==> config.mk <==
export PLATFORM = sky130hd
export DESIGN_NAME = sort_triangles_by_area
export DESIGN_NICKNAME = d
export VERILOG_FILES = /design/src/stba_pkg.sv /design/src/stba_ram.sv /design/src/stba_area.sv /design/src/sort_triangles_by_area.sv
export SDC_FILE = /design/constraint.sdc
export NUM_CORES = 2
export LEC_CHECK = 0
export BUFFER_PORTS_ARGS = -buffer_cell sky130_fd_sc_hd__buf_2
export CAP_MARGIN = 20
export CORE_MARGIN = 2
export CORE_UTILIZATION = 55
export DETAILED_ROUTE_END_ITERATION = 12
export PLACE_DENSITY = 0.86
export RECOVER_POWER = 25
export SLEW_MARGIN = 10
export SYNTH_ARGS = -nofsm -noshare
export SYNTH_HDL_FRONTEND = slang
export SYNTH_SLANG_ARGS = --single-unit
==> constraint.sdc <==
create_clock -name aclk -period 7.92 [get_ports aclk]
set_input_delay 0.396 -clock aclk [delete_from_list [all_inputs] [get_ports aclk]]
set_output_delay 0.396 -clock aclk [all_outputs]
set_load 0.005 [all_outputs]
==> src/stba_pkg.sv <==
// Shared constants for the triangle area sorter.
`timescale 1ns / 1ps
`default_nettype none

package stba_pkg;

    // Default build-time sizes
    localparam int MAX_TRIANGLES_DEF = 16;
    localparam int COORD_BITS_DEF    = 16;

    // Stream field layout
    localparam int FIELD_W     = 16;                      // one vertex coordinate
    localparam int NUM_COORDS  = 6;                       // ax, ay, bx, by, cx, cy
    localparam int VERT_W      = NUM_COORDS * FIELD_W;    // packed vertex fields
    localparam int OUT_AREA_W  = 33;                      // double_area on the bus
    localparam int S_TDATA_W   = VERT_W;
    localparam int M_TDATA_RAW = VERT_W + OUT_AREA_W;
    localparam int M_TDATA_W   = ((M_TDATA_RAW + 7) / 8) * 8;

    // Working width for coordinate extension and area truncation
    localparam int EXT_W  = 32;
    localparam int WIDE_W = 64;

endpackage : stba_pkg

`default_nettype wire

==> src/stba_ram.sv <==
// Generic single-write, single-read RAM with registered read data.
`timescale 1ns / 1ps
`default_nettype none

module stba_ram #(
    parameter  int WIDTH  = 8,
    parameter  int DEPTH  = 16,
    localparam int ADDR_W = (DEPTH > 1) ? $clog2(DEPTH) : 1
) (
    input  wire logic              clk,
    input  wire logic              we,
    input  wire logic [ADDR_W-1:0] waddr,
    input  wire logic [WIDTH-1:0]  wdata,
    input  wire logic [ADDR_W-1:0] raddr,
    output logic      [WIDTH-1:0]  rdata
);

    logic [WIDTH-1:0] mem [DEPTH];

    // Write port and registered read port
    always_ff @(posedge clk) begin
        if (we) begin
            mem[waddr] <= wdata;
        end
        rdata <= mem[raddr];
    end

endmodule : stba_ram

`default_nettype wire

==> src/stba_area.sv <==
// Twice-area unit: one shared signed multiplier stepped by a small sequencer.
`timescale 1ns / 1ps
`default_nettype none

module stba_area #(
    parameter  int COORD_BITS = stba_pkg::COORD_BITS_DEF,
    localparam int AREA_W     = 2 * COORD_BITS + 2
) (
    input  wire logic                                               aclk,
    input  wire logic                                               aresetn,
    input  wire logic                                               start,
    input  wire logic [stba_pkg::NUM_COORDS-1:0][COORD_BITS-1:0]    coords,
    output logic                                                    done,
    output logic      [AREA_W-1:0]                                  area
);

    import stba_pkg::*;

    localparam int D_W = COORD_BITS + 1;

    typedef enum logic [2:0] {
        A_IDLE,
        A_DIFF,
        A_MUL1,
        A_MUL2,
        A_ABS
    } area_state_t;

    area_state_t               state_reg, state_next;
    logic signed [D_W-1:0]     ux_reg, ux_next;
    logic signed [D_W-1:0]     uy_reg, uy_next;
    logic signed [D_W-1:0]     wx_reg, wx_next;
    logic signed [D_W-1:0]     wy_reg, wy_next;
    logic signed [AREA_W-1:0]  p1_reg, p1_next;
    logic signed [AREA_W-1:0]  p2_reg, p2_next;
    logic        [AREA_W-1:0]  area_reg, area_next;
    logic                      done_reg, done_next;

    logic signed [COORD_BITS-1:0] ax_s, ay_s, bx_s, by_s, cx_s, cy_s;
    logic signed [D_W-1:0]        mul_a, mul_b;
    logic signed [AREA_W-1:0]     prod;

    assign ax_s = coords[0];
    assign ay_s = coords[1];
    assign bx_s = coords[2];
    assign by_s = coords[3];
    assign cx_s = coords[4];
    assign cy_s = coords[5];

    // Shared multiplier: ux*wy on the first pass, uy*wx on the second
    assign mul_a = (state_reg == A_MUL1) ? ux_reg : uy_reg;
    assign mul_b = (state_reg == A_MUL1) ? wy_reg : wx_reg;
    assign prod  = AREA_W'(mul_a) * AREA_W'(mul_b);

    // Sequencer
    always_comb begin
        state_next = state_reg;
        ux_next    = ux_reg;
        uy_next    = uy_reg;
        wx_next    = wx_reg;
        wy_next    = wy_reg;
        p1_next    = p1_reg;
        p2_next    = p2_reg;
        area_next  = area_reg;
        done_next  = 1'b0;
        case (state_reg)
            A_IDLE: begin
                if (start) begin
                    state_next = A_DIFF;
                end
            end
            A_DIFF: begin
                ux_next    = D_W'(bx_s) - D_W'(ax_s);
                uy_next    = D_W'(by_s) - D_W'(ay_s);
                wx_next    = D_W'(cx_s) - D_W'(ax_s);
                wy_next    = D_W'(cy_s) - D_W'(ay_s);
                state_next = A_MUL1;
            end
            A_MUL1: begin
                p1_next    = prod;
                state_next = A_MUL2;
            end
            A_MUL2: begin
                p2_next    = prod;
                state_next = A_ABS;
            end
            A_ABS: begin
                // |p1 - p2| without a negate after the subtract
                area_next  = (p1_reg >= p2_reg) ? (p1_reg - p2_reg) : (p2_reg - p1_reg);
                done_next  = 1'b1;
                state_next = A_IDLE;
            end
            default: begin
                state_next = A_IDLE;
            end
        endcase
    end

    always_ff @(posedge aclk) begin
        ux_reg   <= ux_next;
        uy_reg   <= uy_next;
        wx_reg   <= wx_next;
        wy_reg   <= wy_next;
        p1_reg   <= p1_next;
        p2_reg   <= p2_next;
        area_reg <= area_next;
        if (!aresetn) begin
            state_reg <= A_IDLE;
            done_reg  <= 1'b0;
        end else begin
            state_reg <= state_next;
            done_reg  <= done_next;
        end
    end

    assign done = done_reg;
    assign area = area_reg;

endmodule : stba_area

`default_nettype wire

==> src/sort_triangles_by_area.sv <==
// Top level: loads triangles, keeps them sorted by area in a RAM, drains on tlast.
//
//  channel | dir | handshake          | payload
//  --------+-----+--------------------+---------------------------------------------
//  s_      | in  | s_tvalid/s_tready  | s_tdata: ax..cy, s_tlast: last_in
//  m_      | out | m_tvalid/m_tready  | m_tdata: out_ax..out_cy, double_area;
//          |     |                    | m_tlast: last_out, m_tuser: dropped
//
// An item goes through the twice-area unit (four steps, two of them on one shared
// multiplier, then its done flag), then is placed by shifting up every stored entry
// with a larger area, each shift being one read and one write of the RAM; a dropped
// item is not placed. A tlast item then drains the store, each result read, loaded
// and offered in turn, and each offer waits out any m_tready stall.
// Reset is synchronous on aresetn and empties the store; RAM contents are not cleared.
// s_tready is high only while the block is idle.
`timescale 1ns / 1ps
`default_nettype none

module sort_triangles_by_area #(
    parameter int MAX_TRIANGLES = stba_pkg::MAX_TRIANGLES_DEF,
    parameter int COORD_BITS    = stba_pkg::COORD_BITS_DEF
) (
    input  wire logic                           aclk,
    input  wire logic                           aresetn,
    // ax, ay, bx, by_coord, cx, cy (16 bits each, from bit 0 up)
    input  wire logic [stba_pkg::S_TDATA_W-1:0] s_tdata,
    input  wire logic                           s_tlast,
    input  wire logic                           s_tvalid,
    output logic                                s_tready,
    // out_ax, out_ay, out_bx, out_by, out_cx, out_cy (16 each), double_area (33), zero pad
    output logic      [stba_pkg::M_TDATA_W-1:0] m_tdata,
    output logic                                m_tlast,
    // dropped
    output logic                                m_tuser,
    output logic                                m_tvalid,
    input  wire logic                           m_tready
);

    import stba_pkg::*;

    localparam int AREA_W  = 2 * COORD_BITS + 2;
    localparam int ENTRY_W = VERT_W + AREA_W;
    localparam int ADDR_W  = (MAX_TRIANGLES > 1) ? $clog2(MAX_TRIANGLES) : 1;
    localparam int CNT_W   = $clog2(MAX_TRIANGLES + 1);
    localparam int PAD_W   = M_TDATA_W - M_TDATA_RAW;

    typedef enum logic [2:0] {
        S_IDLE,
        S_AREA,
        S_INS_RD,
        S_INS_CMP,
        S_DR_RD,
        S_DR_LOAD,
        S_DR_OUT
    } state_t;

    state_t                   state_reg, state_next;
    logic [CNT_W-1:0]         fill_reg, fill_next;
    logic                     ovf_reg, ovf_next;
    logic [CNT_W-1:0]         pos_reg, pos_next;
    logic [CNT_W-1:0]         k_reg, k_next;
    logic [S_TDATA_W-1:0]     in_reg, in_next;
    logic                     last_reg, last_next;
    logic [M_TDATA_W-1:0]     tdata_reg, tdata_next;
    logic                     tlast_reg, tlast_next;
    logic                     tuser_reg, tuser_next;

    logic                                    s_xfer;
    logic [NUM_COORDS-1:0][COORD_BITS-1:0]   cval;
    logic [NUM_COORDS-1:0][FIELD_W-1:0]      fout;
    logic                                    area_done;
    logic [AREA_W-1:0]                       new_area;
    logic [ENTRY_W-1:0]                      new_entry;

    logic                  ram_we;
    logic [ADDR_W-1:0]     ram_waddr;
    logic [ENTRY_W-1:0]    ram_wdata;
    logic [ADDR_W-1:0]     ram_raddr;
    logic [ENTRY_W-1:0]    ram_rdata;
    logic [AREA_W-1:0]     rd_area;
    logic [WIDE_W-1:0]     rd_area_wide;
    logic [CNT_W-1:0]      pos_m1;
    logic [CNT_W-1:0]      k_p1;
    logic                  full;

    assign s_tready = (state_reg == S_IDLE);
    assign s_xfer   = s_tvalid && s_tready;

    // Coordinate views: low COORD_BITS of each field, sign-extended; bus copy is 16 bits
    for (genvar g = 0; g < NUM_COORDS; g++) begin : g_coord
        logic        [EXT_W-1:0]      raw_ext;
        logic signed [COORD_BITS-1:0] cv;
        logic signed [EXT_W-1:0]      cv_ext;
        assign raw_ext = EXT_W'(in_reg[g*FIELD_W +: FIELD_W]);
        assign cv      = raw_ext[COORD_BITS-1:0];
        assign cv_ext  = EXT_W'(cv);
        assign cval[g] = cv;
        assign fout[g] = cv_ext[FIELD_W-1:0];
    end

    stba_area #(
        .COORD_BITS (COORD_BITS)
    ) u_area (
        .aclk    (aclk),
        .aresetn (aresetn),
        .start   (s_xfer),
        .coords  (cval),
        .done    (area_done),
        .area    (new_area)
    );

    stba_ram #(
        .WIDTH (ENTRY_W),
        .DEPTH (MAX_TRIANGLES)
    ) u_store (
        .clk   (aclk),
        .we    (ram_we),
        .waddr (ram_waddr),
        .wdata (ram_wdata),
        .raddr (ram_raddr),
        .rdata (ram_rdata)
    );

    assign new_entry    = {new_area, fout};
    assign rd_area      = ram_rdata[ENTRY_W-1 -: AREA_W];
    assign rd_area_wide = WIDE_W'(rd_area);
    assign pos_m1       = pos_reg - CNT_W'(1);
    assign k_p1         = k_reg + CNT_W'(1);
    assign full         = (fill_reg == CNT_W'(MAX_TRIANGLES));

    // Sequencer: area, insertion by shifting larger entries up, then drain
    always_comb begin
        state_next = state_reg;
        fill_next  = fill_reg;
        ovf_next   = ovf_reg;
        pos_next   = pos_reg;
        k_next     = k_reg;
        in_next    = in_reg;
        last_next  = last_reg;
        tdata_next = tdata_reg;
        tlast_next = tlast_reg;
        tuser_next = tuser_reg;
        ram_we     = 1'b0;
        ram_waddr  = pos_reg[ADDR_W-1:0];
        ram_wdata  = new_entry;
        ram_raddr  = pos_m1[ADDR_W-1:0];
        case (state_reg)
            S_IDLE: begin
                k_next = '0;
                if (s_xfer) begin
                    in_next    = s_tdata;
                    last_next  = s_tlast;
                    state_next = S_AREA;
                end
            end
            S_AREA: begin
                if (area_done) begin
                    if (full) begin
                        ovf_next   = 1'b1;
                        state_next = last_reg ? S_DR_RD : S_IDLE;
                    end else begin
                        pos_next   = fill_reg;
                        state_next = S_INS_RD;
                    end
                end
            end
            S_INS_RD: begin
                if (pos_reg == '0) begin
                    ram_we     = 1'b1;
                    fill_next  = fill_reg + CNT_W'(1);
                    state_next = last_reg ? S_DR_RD : S_IDLE;
                end else begin
                    state_next = S_INS_CMP;
                end
            end
            S_INS_CMP: begin
                ram_we = 1'b1;
                if (rd_area > new_area) begin
                    // Larger entry moves up one place
                    ram_wdata  = ram_rdata;
                    pos_next   = pos_m1;
                    state_next = S_INS_RD;
                end else begin
                    fill_next  = fill_reg + CNT_W'(1);
                    state_next = last_reg ? S_DR_RD : S_IDLE;
                end
            end
            S_DR_RD: begin
                ram_raddr  = k_reg[ADDR_W-1:0];
                state_next = S_DR_LOAD;
            end
            S_DR_LOAD: begin
                tdata_next = {{PAD_W{1'b0}}, rd_area_wide[OUT_AREA_W-1:0],
                              ram_rdata[VERT_W-1:0]};
                tlast_next = (k_p1 == fill_reg);
                tuser_next = ovf_reg;
                state_next = S_DR_OUT;
            end
            S_DR_OUT: begin
                if (m_tready) begin
                    k_next = k_p1;
                    if (tlast_reg) begin
                        fill_next  = '0;
                        ovf_next   = 1'b0;
                        state_next = S_IDLE;
                    end else begin
                        state_next = S_DR_RD;
                    end
                end
            end
            default: begin
                state_next = S_IDLE;
            end
        endcase
    end

    always_ff @(posedge aclk) begin
        pos_reg   <= pos_next;
        k_reg     <= k_next;
        in_reg    <= in_next;
        last_reg  <= last_next;
        tdata_reg <= tdata_next;
        tlast_reg <= tlast_next;
        tuser_reg <= tuser_next;
        if (!aresetn) begin
            state_reg <= S_IDLE;
            fill_reg  <= '0;
            ovf_reg   <= 1'b0;
        end else begin
            state_reg <= state_next;
            fill_reg  <= fill_next;
            ovf_reg   <= ovf_next;
        end
    end

    assign m_tvalid = (state_reg == S_DR_OUT);
    assign m_tdata  = tdata_reg;
    assign m_tlast  = tlast_reg;
    assign m_tuser  = tuser_reg;

endmodule : sort_triangles_by_area

`default_nettype wire

==> metrics.md <==
| Metric | Value |
|---|---|
| Status | `complete, but fails checks` |
| Failing checks | `max-capacitance violations, max-slew violations` |
| Critical R2R Launch | `u_area.state_reg[1]$_SDFFE_PN0P_` |
| CP peak stage delay | `approximately 600 ps` |
| RR Endpoint | `u_area.p1_reg[32]$_DFFE_PP_` |
| Nets | `between 7,000 and 8,000` |
| Largest net degree at the start of global routing | `143` |
| Final period utilization | `between 90 and 100%` |
| Crit path to | `u_area.p1_reg[32]$_DFFE_PP_` |
| Routed Antenna Nets | `0` |
| Max clock buf depth | `4` |
| DR vias | `63,500` |
| Detailed Place HPWL | `172 mm` |
| Yosys cell types | `85` |
| CTS Buf Count | `277` |
| Ports | `roughly 240` |
| Clock sinks | `about 2,600` |
| Most frequent cell on the critical path | `fa_1` |
| Reg2reg setup slack | `roughly 380 ps` |
| RSZ-0062 raised after global routing | `no` |
| Post-synthesis register bit count | `around 2,600` |
| I/O Buffers | `233` |
| Synth Warn # | `0` |
| Standard-cell rows | `roughly 170` |
| Gpl congestion | `approximately 1.0` |
| Max_slew headroom | `-176%` |
| Layout Skew | `just under 100 ps` |
| Critical Path Sink Type | `flip-flop` |
| Fill count | `13,900` |
| Hold Path Class | `input pin to flip-flop` |
| WP buf/inv | `4` |
| Remaining Overflow, GRT | `0` |
| Critical path class | `flip-flop to flip-flop` |
| CP startpoint | `u_area.state_reg[1]$_SDFFE_PN0P_` |
| Die Ht | `roughly 460 um` |
| Register area share after synthesis | `about 68%` |
| Max reg flops | `~2,100` |
| Initial antenna violation count | `24` |
| GRT Total Usage | `between 20% and 30%` |
| Number of slew-limit violations in the final report | `slightly above 1,000` |
| Average size of a mapped cell | `~18 um^2` |
| Register Area | `0.0776 mm^2` |
| Hold Violations, Final | `0` |
| Critical-path top delay cell | `fa_1` |
| Synth-to-Final Area Change | `12.4%` |
| Drt first-iter violations | `8,306` |
| Post-route DRC | `0` |
| Arr. time, crit path | `roughly 8200 ps` |
| Max frequency | `133 MHz` |
| Worst-path clk slew | `roughly 70 ps` |
| Worst skew pair latency | `970 ps` |
| CORE AREA | `just over 0.2 mm^2` |
| Commonest non-fill, non-tap cells in the layout | `edfxtp_1, mux4_2, inv_1` |
| Critical Path Source Type | `flip-flop` |
| Final setup viols | `0` |
| Die W | `approximately 460 um` |
| Cell area after synthesis | `0.115 mm^2` |
| Min Tclk post-route | `about 7500 ps` |
| Number of flops mapped to enable cells by yosys | `between 2,000 and 2,500` |
| Drt pass-1 iters | `8` |
| Post-synth ARST share | `0%` |
| Hold WS | `between 100 and 150 ps` |
| Footprint of the multi-input gates | `around 0.034 mm^2` |
| Top reg by flops | `u_store.mem` |
| Initial core utilization | `about 55%` |
| Max Cap Viol | `22` |
| Die ar. | `0.212 mm^2` |
| CP delay by family, top | `adder cells` |
| Worst-path cell chain | `nor3b_4 > clkbuf_16 > mux2_2 > nand2_1 > fa_1 > fa_1 > fa_1 > fa_1 > inv_1 > fa_1 > inv_1 > fa_1 > inv_1 > ha_1 > a21oi_1 > nand2_1 > a21o_1 > a31oi_1 > o21ai_1 > a21bo_2 > a21o_1 > a221oi_2 > xnor2_1` |
| Avg Vias per Cell | `roughly 6.4` |
| Crit path depth | `23` |
| CTS tree | `yes` |
| Root Driver | `clkbuf_16` |
| Final WL | `~300 mm` |
| Setup TNS | `0 ps` |
| Most common cell after layout, fill and taps aside | `edfxtp_1` |
| First-pass GRT wire length | `roughly 450 mm` |
| Syn Inst Count | `approximately 6,400` |
| Req. time, crit path | `between 8000 and 9000 ps` |
| Wirelength per Cell | `slightly above 30 um` |
| CTS H-tree lvls | `5` |
| Vias in the first global route | `65,500` |
| Proportion of layout cells with a drive suffix above 1 | `18.2%` |
| Worst R2R Path Depth | `23` |
| Slew @ Worst Pin | `roughly 4100 ps` |
| Main synth FF type | `edfxtp_1` |
| CP Max Fanout | `30` |
[cells by family after synthesis]
family | Yosys count | synth area share, %
DFF | 2631 | 67.5
muxes | 861 | 13.3
and+or+nand+nor | 812 | 3.35
buffers and inverters | 756 | 2.79
AOI/OAI and AO/OA | 694 | 3.91
adders and majority gates | 560 | 8.08
xor gates and xnor gates | 129 | 0.984
other | 1 | 0.00327
[cells in the mapped netlist (10+ instances only)]
| cell type | count | share of area, % |
|---|---|---|
| nand3_1 | 42 | 0.18 |
| mux2i_1 | 183 | 1.6 |
| nor2_1 | 252 | 0.82 |
| and3_1 | 19 | 0.10 |
| inv_1 | 487 | 1.6 |
| nor3_1 | 33 | 0.14 |
| o21ai_0 | 63 | 0.27 |
| o21a_1 | 25 | 0.16 |
| mux2_1 | 16 | 0.16 |
| dfxtp_1 | 143 | 2.5 |
| xnor2_1 | 91 | 0.69 |
| and2_1 | 10 | 0.054 |
| mux4_2 | 520 | 10 |
| nor2b_1 | 155 | 0.84 |
| or3_1 | 12 | 0.065 |
| a21oi_1 | 264 | 1.2 |
| nand4_1 | 16 | 0.087 |
| edfxtp_1 | 2488 | 65 |
| xor2_1 | 38 | 0.29 |
| a211oi_1 | 144 | 0.94 |
| clkbuf_1 | 107 | 0.35 |
| fa_1 | 302 | 5.3 |
| buf_1 | 13 | 0.042 |
| nand2b_1 | 15 | 0.082 |
| o21bai_1 | 18 | 0.12 |
| a21o_1 | 66 | 0.43 |
| mux2_2 | 142 | 1.4 |
| buf_2 | 85 | 0.37 |
| buf_4 | 54 | 0.35 |
| nand2_1 | 224 | 0.73 |
| ha_1 | 258 | 2.8 |
[repair_timing]
action                                  CTS  global route
endpoints found under the hold margin   125             0
hold buffers                            100             0
endpoints found under the setup margin    0             8
setup buffers                             0             2
gates resized for setup                   0             3
[worst register-to-register path: stages, from the launching register on]
cell,delay [ps]
dfxtp_1,430
nor3b_4,370
clkbuf_16,310
mux2_2,500
nand2_1,120
fa_1,520
fa_1,600
fa_1,450
fa_1,550
inv_1,50
fa_1,470
inv_1,50
fa_1,470
inv_1,40
ha_1,350
a21oi_1,260
nand2_1,90
a21o_1,180
a31oi_1,290
o21ai_1,270
a21bo_2,290
a21o_1,190
a221oi_2,320
xnor2_1,130
[final cells by class]
type,count,area share (%)
sequential,2631,60.1
multi-input combinational,3063,26.5
clock buffer,350,5.75
tap,2788,2.70
timing repair buffer,456,2.46
inverter,488,1.42
clock inverter,126,1.07
antenna,12,0.0233
[through the flow]
step / cells / util (%) / setup WS (ps) / instance area, um^2
finish: 9914 / 62.3 / 383 / 129000
global placement: 9322 / 57.7 / 454 / 120000
CTS: 9898 / 62.4 / 257 / 129000
global route: 9905 / 62.2 / 77.3 / 129000
floorplan: 6450 / - / 394 / 115000
detailed placement: 9322 / 57.7 / 272 / 120000
[worst min path at each step]
stage                                          from               endpoint  slack [ps]  cells after the start
final                                   s_tdata[44]     cval[44]$_DFFE_PP_         150                      2
after global routing                    s_tdata[22]     cval[22]$_DFFE_PP_         130                      2
after CTS                               s_tdata[25]     cval[25]$_DFFE_PP_          90                      2
after detailed placement       ovf_reg$_SDFFE_PN0P_      m_tuser$_DFFE_PP_         410                      0
after global placement    u_store.rdata[41]$_DFF_P_  m_tdata[41]$_DFFE_PP_         410                      0
after floorplan           u_store.rdata[40]$_DFF_P_  m_tdata[40]$_DFFE_PP_         400                      0
[metal layers]
metal,GRT usage (%),part of all wire [%],up-vias
li1,-,-,25700
met1,37.0,35,32500
met2,47.4,49,4341
met3,5.64,9.6,920
met4,16.7,6.6,16
met5,0,0.032,-
Power is left out: the tool's default activity adds up to more than one toggle a clock period on the data nets, which glitch-free logic cannot reach.
